File: config.mk
export PLATFORM = sky130hd
export DESIGN_NAME = single_wire_humidity_sensor_decoder_core
export DESIGN_NICKNAME = d
export VERILOG_FILES = /design/src/swhsd_pkg.sv /design/src/swhsd_ingress.sv /design/src/swhsd_decode.sv /design/src/swhsd_egress.sv /design/src/single_wire_humidity_sensor_decoder_core.sv
export SDC_FILE = /design/constraint.sdc
export NUM_CORES = 1
export LEC_CHECK = 0
export ABC_AREA = 1
export BUFFER_PORTS_ARGS = -buffer_cell sky130_fd_sc_hd__buf_4
export CORE_MARGIN = 4
export CORE_UTILIZATION = 61
export DETAILED_ROUTE_END_ITERATION = 7
export PLACE_DENSITY = 0.82
export SLEW_MARGIN = 20
export SYNTH_ARGS = -nofsm -noshare
export SYNTH_HDL_FRONTEND = slang
export SYNTH_SLANG_ARGS = --single-unit
File: constraint.sdc
create_clock -name clk_i -period 5.3 [get_ports clk_i]
set_input_delay 0.795 -clock clk_i [delete_from_list [all_inputs] [get_ports clk_i]]
set_output_delay 0.795 -clock clk_i [all_outputs]
set_load 0.005 [all_outputs]
File: src/swhsd_pkg.sv
`timescale 1ns / 1ps
`default_nettype none

package swhsd_pkg;

  localparam int unsigned EDGES_PER_FRAME = 42;
  localparam int unsigned DATA_W          = 40;
  localparam int unsigned FIRST_DATA_EDGE = EDGES_PER_FRAME - DATA_W;
  localparam int unsigned EDGE_W          = $clog2(EDGES_PER_FRAME + 1);
  localparam int unsigned TIME_W          = 32;
  localparam int unsigned THR_W           = 10;
  localparam int unsigned TICK_W          = 8;
  localparam int unsigned CFG_IDX_W       = 2;
  localparam int unsigned CFG_DATA_W      = 10;

  localparam logic [1:0] ACT_START = 2'd0;
  localparam logic [1:0] ACT_TICK  = 2'd1;
  localparam logic [1:0] ACT_EDGE  = 2'd2;

  localparam logic [1:0] STS_OK      = 2'd0;
  localparam logic [1:0] STS_CSUM    = 2'd1;
  localparam logic [1:0] STS_TIMEOUT = 2'd2;

  localparam logic [CFG_IDX_W-1:0] REG_SENSOR_KIND   = 2'd0;
  localparam logic [CFG_IDX_W-1:0] REG_BIT_THRESHOLD = 2'd1;
  localparam logic [CFG_IDX_W-1:0] REG_TIMEOUT_LIMIT = 2'd2;

  localparam logic              SENSOR_KIND_RST   = 1'b1;
  localparam logic [THR_W-1:0]  BIT_THRESHOLD_RST = 10'd100;
  localparam logic [TICK_W-1:0] TIMEOUT_LIMIT_RST = 8'd5;

  typedef struct packed {
    logic [1:0]        action;
    logic [TIME_W-1:0] time_us;
  } item_t;

  typedef struct packed {
    logic [1:0]         status;
    logic [15:0]        humidity;
    logic signed [15:0] temperature;
  } result_t;

  function automatic result_t frame_result(input logic [DATA_W-1:0] bits, input logic kind);
    logic [7:0]  b0;
    logic [7:0]  b1;
    logic [7:0]  b2;
    logic [7:0]  b3;
    logic [7:0]  b4;
    logic [7:0]  sum;
    logic [15:0] rawt;
    result_t     r;
    b0   = bits[39:32];
    b1   = bits[31:24];
    b2   = bits[23:16];
    b3   = bits[15:8];
    b4   = bits[7:0];
    sum  = b0 + b1 + b2 + b3;
    rawt = {b2, b3};
    r    = '0;
    if (sum != b4) begin
      r.status = STS_CSUM;
    end else if (!kind) begin
      r.status      = STS_OK;
      r.humidity    = {8'h00, b0};
      r.temperature = {8'h00, b2};
    end else begin
      r.status   = STS_OK;
      r.humidity = {b0, b1};
      if (rawt[15]) begin
        r.temperature = 16'h0000 - {1'b0, rawt[14:0]};
      end else begin
        r.temperature = rawt;
      end
    end
    return r;
  endfunction

endpackage

`default_nettype wire

File: src/swhsd_ingress.sv
`timescale 1ns / 1ps
`default_nettype none

module swhsd_ingress import swhsd_pkg::*; (
  input  wire logic              clk_i,
  input  wire logic              rst_ni,
  input  wire logic              in_valid_i,
  output logic                   in_ready_o,
  input  wire logic [1:0]        action_i,
  input  wire logic [TIME_W-1:0] time_us_i,
  input  wire logic              pop_i,
  output logic                   item_valid_o,
  output item_t                  item_o
);

  logic  valid_q;
  logic  valid_d;
  item_t item_q;
  logic  in_fire;

  assign in_ready_o = !valid_q || pop_i;
  assign in_fire    = in_valid_i && in_ready_o;

  always_comb begin
    valid_d = valid_q;
    if (in_fire) begin
      valid_d = 1'b1;
    end else if (pop_i) begin
      valid_d = 1'b0;
    end
  end

  always_ff @(posedge clk_i or negedge rst_ni) begin
    if (!rst_ni) begin
      valid_q <= 1'b0;
    end else begin
      valid_q <= valid_d;
    end
  end

  always_ff @(posedge clk_i) begin
    if (in_fire) begin
      item_q.action  <= action_i;
      item_q.time_us <= time_us_i;
    end
  end

  assign item_valid_o = valid_q;
  assign item_o       = item_q;

endmodule

`default_nettype wire

File: src/swhsd_decode.sv
`timescale 1ns / 1ps
`default_nettype none

module swhsd_decode import swhsd_pkg::*; (
  input  wire logic                  clk_i,
  input  wire logic                  rst_ni,
  input  wire logic                  cfg_we_i,
  input  wire logic [CFG_IDX_W-1:0]  cfg_idx_i,
  input  wire logic [CFG_DATA_W-1:0] cfg_wdata_i,
  input  wire logic                  item_valid_i,
  input  wire item_t                 item_i,
  input  wire logic                  slot_free_i,
  output logic                       pop_o,
  output logic                       res_valid_o,
  output result_t                    res_o
);

  logic              sensor_kind_q;
  logic [THR_W-1:0]  bit_threshold_q;
  logic [TICK_W-1:0] timeout_limit_q;

  logic              busy_q;
  logic              busy_d;
  logic              armed_q;
  logic              armed_d;
  logic [EDGE_W-1:0] edge_count_q;
  logic [EDGE_W-1:0] edge_count_d;
  logic [TIME_W-1:0] last_time_q;
  logic [TIME_W-1:0] last_time_d;
  logic [DATA_W-1:0] data_q;
  logic [DATA_W-1:0] data_d;
  logic [TICK_W-1:0] tick_q;
  logic [TICK_W-1:0] tick_d;

  logic              fire;
  logic [TIME_W-1:0] interval;
  logic              bit_val;
  logic [EDGE_W-1:0] edge_inc;

  assign fire     = item_valid_i && slot_free_i;
  assign pop_o    = fire;
  assign interval = item_i.time_us - last_time_q;
  assign bit_val  = interval > {{(TIME_W-THR_W){1'b0}}, bit_threshold_q};
  assign edge_inc = edge_count_q + EDGE_W'(1);

  always_ff @(posedge clk_i or negedge rst_ni) begin
    if (!rst_ni) begin
      sensor_kind_q   <= SENSOR_KIND_RST;
      bit_threshold_q <= BIT_THRESHOLD_RST;
      timeout_limit_q <= TIMEOUT_LIMIT_RST;
    end else if (cfg_we_i) begin
      unique case (cfg_idx_i)
        REG_SENSOR_KIND:   sensor_kind_q   <= cfg_wdata_i[0];
        REG_BIT_THRESHOLD: bit_threshold_q <= cfg_wdata_i[THR_W-1:0];
        REG_TIMEOUT_LIMIT: timeout_limit_q <= cfg_wdata_i[TICK_W-1:0];
        default: ;
      endcase
    end
  end

  always_comb begin
    busy_d       = busy_q;
    armed_d      = armed_q;
    edge_count_d = edge_count_q;
    last_time_d  = last_time_q;
    data_d       = data_q;
    tick_d       = tick_q;
    res_valid_o  = 1'b0;
    res_o        = '0;
    if (fire) begin
      unique case (item_i.action)
        ACT_START: begin
          busy_d       = 1'b1;
          armed_d      = 1'b0;
          tick_d       = '0;
          edge_count_d = '0;
        end
        ACT_TICK: begin
          if (busy_q) begin
            if (tick_q != '1) begin
              tick_d = tick_q + TICK_W'(1);
            end
            armed_d      = 1'b1;
            edge_count_d = '0;
            data_d       = '0;
            last_time_d  = item_i.time_us;
            if (tick_d > timeout_limit_q) begin
              busy_d      = 1'b0;
              armed_d     = 1'b0;
              res_valid_o = 1'b1;
              res_o.status = STS_TIMEOUT;
            end
          end
        end
        ACT_EDGE: begin
          if (armed_q) begin
            last_time_d = item_i.time_us;
            if (edge_count_q >= EDGE_W'(FIRST_DATA_EDGE)) begin
              data_d = {data_q[DATA_W-2:0], bit_val};
            end
            edge_count_d = edge_inc;
            if (edge_inc >= EDGE_W'(EDGES_PER_FRAME)) begin
              res_valid_o  = 1'b1;
              res_o        = frame_result(data_d, sensor_kind_q);
              busy_d       = 1'b0;
              armed_d      = 1'b0;
              edge_count_d = '0;
            end
          end
        end
        default: ;
      endcase
    end
  end

  always_ff @(posedge clk_i or negedge rst_ni) begin
    if (!rst_ni) begin
      busy_q       <= 1'b0;
      armed_q      <= 1'b0;
      edge_count_q <= '0;
      last_time_q  <= '0;
      data_q       <= '0;
      tick_q       <= '0;
    end else begin
      busy_q       <= busy_d;
      armed_q      <= armed_d;
      edge_count_q <= edge_count_d;
      last_time_q  <= last_time_d;
      data_q       <= data_d;
      tick_q       <= tick_d;
    end
  end

  a_armed_busy: assert property (@(posedge clk_i) disable iff (!rst_ni)
    armed_q |-> busy_q)
    else $error("capture armed while not busy");

  a_edge_range: assert property (@(posedge clk_i) disable iff (!rst_ni)
    edge_count_q < EDGE_W'(EDGES_PER_FRAME))
    else $error("edge count beyond frame length");

  a_edge_armed: assert property (@(posedge clk_i) disable iff (!rst_ni)
    (edge_count_q != '0) |-> armed_q)
    else $error("edges counted without capture armed");

  a_res_slot: assert property (@(posedge clk_i) disable iff (!rst_ni)
    res_valid_o |-> slot_free_i)
    else $error("result produced with output slot occupied");

  a_res_idle: assert property (@(posedge clk_i) disable iff (!rst_ni)
    res_valid_o |=> !busy_q)
    else $error("still busy after a result");

endmodule

`default_nettype wire

File: src/swhsd_egress.sv
`timescale 1ns / 1ps
`default_nettype none

module swhsd_egress import swhsd_pkg::*; (
  input  wire logic          clk_i,
  input  wire logic          rst_ni,
  input  wire logic          res_valid_i,
  input  wire result_t       res_i,
  output logic               slot_free_o,
  output logic               out_valid_o,
  input  wire logic          out_ready_i,
  output logic [1:0]         status_o,
  output logic [15:0]        humidity_o,
  output logic signed [15:0] temperature_o
);

  logic    valid_q;
  logic    valid_d;
  result_t res_q;

  assign slot_free_o = !valid_q || out_ready_i;

  always_comb begin
    valid_d = valid_q;
    if (res_valid_i) begin
      valid_d = 1'b1;
    end else if (out_ready_i) begin
      valid_d = 1'b0;
    end
  end

  always_ff @(posedge clk_i or negedge rst_ni) begin
    if (!rst_ni) begin
      valid_q <= 1'b0;
    end else begin
      valid_q <= valid_d;
    end
  end

  always_ff @(posedge clk_i) begin
    if (res_valid_i) begin
      res_q <= res_i;
    end
  end

  assign out_valid_o   = valid_q;
  assign status_o      = res_q.status;
  assign humidity_o    = res_q.humidity;
  assign temperature_o = res_q.temperature;

endmodule

`default_nettype wire

File: src/single_wire_humidity_sensor_decoder_core.sv
// a transaction is held in the input register, decoded, and its result is registered in the result register
// throughput: one event per cycle while results are taken, set by the input register and the result register
// a result not taken stalls the decoder; the input register then holds one more transaction
// each event: a 32-bit subtract and compare, at frame end also the checksum and sign fix
// reset: asynchronous, active low; clears busy, capture, counters, timestamp and data bits
// configuration returns to DHT22 format, threshold 100 us and timeout limit 5
`timescale 1ns / 1ps
`default_nettype none

module single_wire_humidity_sensor_decoder_core import swhsd_pkg::*; (
  input  wire logic                  clk_i,
  input  wire logic                  rst_ni,
  input  wire logic                  cfg_we_i,
  input  wire logic [CFG_IDX_W-1:0]  cfg_idx_i,
  input  wire logic [CFG_DATA_W-1:0] cfg_wdata_i,
  input  wire logic                  in_valid_i,
  output logic                       in_ready_o,
  input  wire logic [1:0]            action_i,
  input  wire logic [TIME_W-1:0]     time_us_i,
  output logic                       out_valid_o,
  input  wire logic                  out_ready_i,
  output logic [1:0]                 status_o,
  output logic [15:0]                humidity_o,
  output logic signed [15:0]         temperature_o
);

  logic    pop;
  logic    item_valid;
  item_t   item;
  logic    slot_free;
  logic    res_valid;
  result_t res;

  swhsd_ingress u_ingress (
    .clk_i        (clk_i),
    .rst_ni       (rst_ni),
    .in_valid_i   (in_valid_i),
    .in_ready_o   (in_ready_o),
    .action_i     (action_i),
    .time_us_i    (time_us_i),
    .pop_i        (pop),
    .item_valid_o (item_valid),
    .item_o       (item)
  );

  swhsd_decode u_decode (
    .clk_i        (clk_i),
    .rst_ni       (rst_ni),
    .cfg_we_i     (cfg_we_i),
    .cfg_idx_i    (cfg_idx_i),
    .cfg_wdata_i  (cfg_wdata_i),
    .item_valid_i (item_valid),
    .item_i       (item),
    .slot_free_i  (slot_free),
    .pop_o        (pop),
    .res_valid_o  (res_valid),
    .res_o        (res)
  );

  swhsd_egress u_egress (
    .clk_i         (clk_i),
    .rst_ni        (rst_ni),
    .res_valid_i   (res_valid),
    .res_i         (res),
    .slot_free_o   (slot_free),
    .out_valid_o   (out_valid_o),
    .out_ready_i   (out_ready_i),
    .status_o      (status_o),
    .humidity_o    (humidity_o),
    .temperature_o (temperature_o)
  );

endmodule

`default_nettype wire

=== Word level (Yosys, flattened, before mapping) ===
Index checks and enable logic that the tools add are counted.

* $add $sub $neg: 7
* Order comparisons: 4
* Eq/ne operators: 9
* Muxes and demuxes: 48
* Bitwise operators: 6
* Reduce and logical (&&, ||, !) cells: 24

{| class="wikitable"
|+ Operator list
! operator !! number
|-
| 2-to-1 mux 40 bit || 6
|-
| 2-to-1 mux 32 bit || 4
|-
| case mux 40 bit (2 select lines) || 1
|-
| 2-to-1 mux 34 bit || 2
|-
| case mux 32 bit (2 select lines) || 1
|-
| 2-to-1 mux 8 bit || 5
|-
| greater-than comparator 32 x 10 -> 1 bit || 1
|-
| subtractor 32 bit || 1
|-
| adder 8 bit || 3
|-
| 2-to-1 mux 6 bit || 3
|-
| case mux 6 bit (3 select lines) || 1
|-
| 2-to-1 mux 1 bit || 16
|-
| 2-to-1 mux 16 bit || 1
|-
| case mux 8 bit (2 select lines) || 1
|-
| subtractor 1 x 15 -> 16 bit (first input constant) || 1
|-
| AND reduction 4 bit || 3
|-
| adder 8 x 1 -> 8 bit (second input constant) || 1
|-
| greater-than comparator 8 bit || 1
|-
| inequality test 8 bit || 1
|-
| inequality test 8 bit (second input constant) || 1
|-
| nonzero test 2 bit || 4
|-
| OR reduction 7 bit || 1
|-
| adder 6 x 1 -> 6 bit (second input constant) || 1
|-
| greater-or-equal comparator 6 x 2 -> 1 bit (second input constant) || 1
|-
| other kinds (18) || 37
|}

* Register bits: 177
* Bits of input ports: 51
* Output and inout port bits: 36

=== Logic depth before layout (Yosys ltp) ===
* Depth after elaboration: 14
* Depth in mapped cells: 28
* Depth with buffers taken out: 27

=== Modules after synthesis ===
From an unflattened synthesis, not the netlist that was laid out.

* Cells, all modules: 1,518
* Area total of the unflattened synthesis: 11,553.6 µm²

{| class="wikitable"
|+ By module, submodules not included
! module !! instances !! cells an instance !! area an instance (µm²) !! seq. area each (µm²)
|-
| swhsd_decode || 1 || 1,439 || 9,421.5 || 2,685.1
|-
| swhsd_egress || 1 || 39 || 1,066.0 || 1,046.0
|-
| swhsd_ingress || 1 || 40 || 1,066.0 || 1,046.0
|}

=== Worst setup path after synthesis ===
Ideal clock, no wire load.

* Path kind: register to register
* Start point: register u_decode.edge_count_q[0]
* End point: register u_egress.res_q, in the netlist u_egress.temperature_o[15] (data pin)
* Arrival time: 4.664 ns
* Data required time: 5.042 ns
* Path slack: 0.378 ns
* Stages on the path, launching flop included: 26
* Buffers on the path: 5
* Clock period less this slack: 4.922 ns
* Path through: dfrtp_1 inv_1 ha_1 nor2_2 nand3_4 buf_6 buf_6 buf_2 buf_2 o21ai_0 fa_1 inv_1 fa_1 ha_1 fa_1 a21oi_1 o21ai_0 a21o_1 a21oi_1 xor2_1 nand2_1 nand4_2 nor2_4 nand4_4 buf_6 nor2_2

* Longest elaborated chain between the ends: 10

{| class="wikitable"
|+ Ends and longest elaborated chain
! element !! line !! source
|-
| from (decl) || swhsd_decode.sv:26 || <nowiki>logic [EDGE_W-1:0] edge_count_q;</nowiki>
|-
| from (signal assigned) || swhsd_decode.sv:127 || <nowiki>edge_count_q <= edge_count_d;</nowiki>
|-
| greater-or-equal comparator 6 x 2 -> 1 bit || swhsd_decode.sv:98 || <nowiki>if (edge_count_q >= EDGE_W'(FIRST_DATA_EDGE)) begin</nowiki>
|-
| 2-to-1 mux 40 bit || swhsd_decode.sv:98 ||
|-
| 2-to-1 mux 40 bit || swhsd_decode.sv:96 || <nowiki>if (armed_q) begin</nowiki>
|-
| 2-to-1 mux 40 bit || swhsd_decode.sv:71 || <nowiki>unique case (item_i.action)</nowiki>
|-
| 2-to-1 mux 40 bit || swhsd_decode.sv:70 || <nowiki>if (fire) begin</nowiki>
|-
| adder 8 bit (3 in series) || swhsd_pkg.sv:57 || <nowiki>sum = b0 + b1 + b2 + b3;</nowiki>
|-
| inequality test 8 bit || swhsd_pkg.sv:60 || <nowiki>if (sum != b4) begin</nowiki>
|-
| OR reduction 7 bit (no source line) || n/a ||
|-
| to (signal assigned) || swhsd_egress.sv:42 || <nowiki>res_q <= res_i;</nowiki>
|-
| to (decl) || swhsd_egress.sv:19 || <nowiki>result_t res_q;</nowiki>
|}

Parallel ways exist; a longest one is shown, timed or not. The select of a mux whose other input is x is not followed.
A chain may end at the register's enable or synchronous reset.

=== Worst setup path after layout ===
* Start point: register u_decode.edge_count_q[0]
* End point: register u_egress.res_q, in the netlist u_egress.humidity_o[8] (data pin)

* Longest elaborated chain between the ends: 10

{| class="wikitable"
|+ Ends and longest elaborated chain
! element !! line
|-
| greater-or-equal comparator 6 x 2 -> 1 bit || swhsd_decode.sv:98
|-
| 2-to-1 mux 40 bit || swhsd_decode.sv:98
|-
| 2-to-1 mux 40 bit || swhsd_decode.sv:96
|-
| 2-to-1 mux 40 bit || swhsd_decode.sv:71
|-
| 2-to-1 mux 40 bit || swhsd_decode.sv:70
|-
| adder 8 bit (3 in series) || swhsd_pkg.sv:57
|-
| inequality test 8 bit || swhsd_pkg.sv:60
|-
| OR reduction 6 bit (no source line) || n/a
|}

Parallel ways exist; a longest one is shown, timed or not. The select of a mux whose other input is x is not followed.

==> results_dict.tcl <==
set metrics [dict create \
    outcome "complete, no violations" \
    power_density_mw_per_mm2 339 \
    chipHeight_um 145 \
    switching_power_w 0.00160 \
    cts_hold_buf 0 \
    worstSkewPairLatency_ns 0.44 \
    maxCapViolCount 0 \
    fill_cells 1504 \
    cts.sinks 177 \
    arrival_ns 5.24 \
    synthMuxAreaShare_pct 0.184 \
    io_pins 87 \
    yosys.area_share.adder_pct 9.66 \
    rows 50 \
    end_kind "flop" \
    clockBufferDepth 2 \
    path_class "flop to flop" \
    grt_pass1_vias 9011 \
    leakage_nw 6.32 \
    vias_per_cell 5.27 \
    crit_required_ns 5.60 \
    finClkSkew_ns 0.0119 \
    avgSynthCellArea_um2 7.84 \
    nNetsFinal 1689 \
    pwr-share-clk_pct 28.6 \
    wl_um 24700 \
    start_kind "flop" \
    grt_start_max_net_pins 115 \
    drc 0 \
    areaGrowthSynthToFinish_pct 12.8 \
    vias 9518 \
    pre_cts_slack_ns 0.227 \
    hold_violations 0 \
    grt_pass1_wl_um 41500 \
    grt_usage_pct 23.6 \
    htreeDepth 4 \
    cts_buffers 17 \
    synth-compound-area-share_pct 11.1 \
    syn-cell-area_mm2 0.0115 \
    pwr-share-seq_pct 36.8 \
    cts_tree "done" \
    cts-root-buf "clkbuf_16" \
    overflow 0 \
    synth_top_family_by_area "simple AND/OR/NAND/NOR gates" \
    start_util_pct 61.8 \
    min_period_over_period_pct 93.2 \
    worst_slack_ns 0.358 \
    die_w_um 145 \
    antenna_left 0 \
    yosys.cell_types.count 54 \
    report.final.slew_viol_count 0 \
    hp-class "input port to asynchronous set/reset pin" \
    power.internal_w 0.00281 \
    grt_antenna_before_repair 0 \
    dpl.hpwl_um 18700 \
    p_comb_share_pct 34.6 \
    synthXorXnorAreaFrac_pct 3.03 \
    timing.slew.headroom_pct 31.1 \
    tightestPinTransition_ns 1.03 \
    finalCriticalPeriod_ns 4.94 \
    yosysWarningCount 0 \
    grt_setup_unrepaired "no" \
    synth-simple-area-share_pct 23.3 \
    routabilityCongestion 0.955 \
    fin_tns_setup_ns 0 \
    dr.pass1.iters 5 \
    synth_nets 1601 \
    timing.fmax_mhz 202 \
    synthCells 1470 \
    core_mm2 0.0186 \
    wl_per_cell_um 13.7 \
    ys_ff_latch 177 \
    ir_worst_vdd_uv 251 \
    port_buffers 86 \
    die-area_mm2 0.0212 \
    cts.clk_slew.worst_paths_ns 0.07 \
    drive_gt1_share_pct 14.3 \
    diodes 0 \
    yosysSeqAreaShare_pct 41.4 \
    worst-path-max-fanout 23 \
    drtIter0Drc 589 \
    switching_share_pct 36.2 \
    final-setup-viol-count 0 \
]
-- per-layer routing --
layer	GRT usage (%)	wire [um]
met1	30.1	10800
met4	7.50	614
met5	0	0
met3	5.01	1280
met2	40.4	12000
-- sequential cells by signal, summed over array words and instances, names as in the netlist --
| register | cells |
|---|---|
| u_decode.armed_q | 1 |
| u_decode.bit_threshold_q | 10 |
| u_decode.busy_q | 1 |
| u_decode.data_q | 40 |
| u_decode.edge_count_q | 6 |
| u_decode.last_time_q | 32 |
| u_decode.sensor_kind_q | 1 |
| u_decode.tick_q | 8 |
| u_decode.timeout_limit_q | 8 |
| u_egress.humidity_o | 16 |
| u_egress.out_valid_o | 1 |
| u_egress.status_o | 2 |
| u_egress.temperature_o | 16 |
| u_ingress.item_o | 34 |
| u_ingress.item_valid_o | 1 |
-- synthesized netlist by cell type, drive strengths merged --
| cell | n | area share, % |
|---|---|---|
| a21oi | 43 | 1.9 |
| inv | 293 | 9.5 |
| o31ai | 1 | 0.065 |
| nor3b | 1 | 0.065 |
| o21a | 4 | 0.26 |
| clkinv | 2 | 0.065 |
| o21bai | 2 | 0.13 |
| and2 | 4 | 0.24 |
| o21ai | 131 | 6.0 |
| mux2 | 1 | 0.098 |
| nand4 | 12 | 0.84 |
| a22oi | 1 | 0.065 |
| mux2i | 1 | 0.087 |
| clkbuf | 19 | 0.62 |
| o211ai | 3 | 0.20 |
| nand2 | 381 | 13 |
| edfxtp | 68 | 18 |
| ha | 65 | 7.1 |
| dfstp | 6 | 1.4 |
| nor2 | 115 | 4.4 |
| or2 | 3 | 0.16 |
| dfrtp | 103 | 22 |
| fa | 15 | 2.6 |
| a32o | 1 | 0.087 |
| nor4 | 1 | 0.054 |
| a21o | 2 | 0.13 |
| nand3 | 76 | 3.7 |
| xnor2 | 12 | 0.91 |
| buf | 16 | 1.0 |
| nor3 | 16 | 0.82 |
| nand3b | 4 | 0.26 |
| a31oi | 2 | 0.11 |
| o22ai | 39 | 2.1 |
| xor2 | 27 | 2.1 |
-- layout by cell type (no fill, tap or decap), types with 5 or more instances in the layout --
cell type / n
nand2_1: 367
dfstp_2: 6
dfrtp_1: 103
buf_4: 103
nand2_2: 13
inv_2: 14
nor2_1: 91
nand3_1: 69
nand4_1: 10
a21oi_1: 42
ha_1: 65
nor2_2: 20
o21ai_2: 12
inv_1: 279
edfxtp_1: 68
clkbuf_16: 17
o22ai_1: 39
xor2_1: 26
nand3_2: 5
fa_1: 15
o21ai_0: 103
nor3_1: 12
o21ai_1: 16
xnor2_1: 12
-- per-stage QoR --
| stage | std cells | utilization (%) | area (um^2) | hold slack, ns | power (W) |
|---|---|---|---|---|---|
| CTS | 1803 | 69.7 | 13000 | 0.495 | 0.00442 |
| global route | 1805 | 69.8 | 13000 | 0.448 | 0.00472 |
| floorplan | 1470 | - | 11500 | 0.453 | 0.00279 |
| global placement | 1771 | 66.6 | 12400 | 0.470 | 0.00310 |
| finish | 1805 | 69.8 | 13000 | 0.381 | 0.00441 |
| detailed placement | 1771 | 66.6 | 12400 | 0.478 | 0.00314 |
-- kinds of logic after synthesis --
family | Yosys count
multiplexers | 2
buffers and inverters | 330
XOR/XNOR | 39
adder cells (fa/ha/maj) | 80
AND/OR/NAND/NOR | 613
flip-flops | 177
AO/OA/AOI/OAI | 229
-- power by group through the flow --
stage	clock (W)	sequential (W)	combinational (W)
global placement	0	0.00164	0.00146
finish	0.00126	0.00162	0.00152
floorplan	0	0.00162	0.00117
global route	0.00133	0.00163	0.00175
detailed placement	0	0.00165	0.00150
CTS	0.00128	0.00162	0.00152
-- final timing paths --
check / to / depth (start not counted) / slack [ns] / start
max in group asynchronous: u_decode.data_q[19] / 2 / 3.99 / rst_ni
hold / removal: u_decode.last_time_q[5] / 1 / 0.38 / rst_ni
min in group clk_i: u_decode.last_time_q[15] / 2 / 0.49 / u_ingress.item_o[15]
setup / recovery: u_egress.humidity_o[8] / 21 / 0.36 / u_decode.edge_count_q[0]
hold reg to reg: u_decode.last_time_q[15] / 2 / 0.49 / u_ingress.item_o[15]
setup reg to reg: u_egress.humidity_o[8] / 21 / 0.36 / u_decode.edge_count_q[0]
-- area by class of cell --
class,instances,area (um^2),share of cell area [%]
Multi-Input combinational cell,963,5470,42.0
Inverter,295,1110,8.51
Clock buffer,18,429,3.30
Clock inverter,14,153,1.17
Sequential cell,177,4780,36.7
Timing Repair Buffer,104,785,6.03
Tap cell,234,293,2.25
-- timing repair --
action / 4_1_cts / 5_1_grt
gates resized for setup: 0 / 1
endpoints found under the setup margin: 0 / 16
setup buffers: 0 / 2
-- worst max-delay path, cell delays in order, from the launching register on --
cell     delay [ns]
dfrtp_1        0.44
inv_1          0.09
ha_1           0.21
nor2_2         0.15
nand3_4        0.20
buf_4          0.29
o21ai_1        0.17
inv_1          0.11
fa_1           0.51
inv_1          0.05
fa_1           0.51
fa_1           0.48
a21oi_1        0.17
o21ai_0        0.15
a21o_1         0.20
a21oi_1        0.19
xor2_1         0.22
nor2_1         0.09
nor2_4         0.18
nand4_4        0.09
buf_4          0.20
nor2_1         0.11
(Power assumes the default switching activity.)
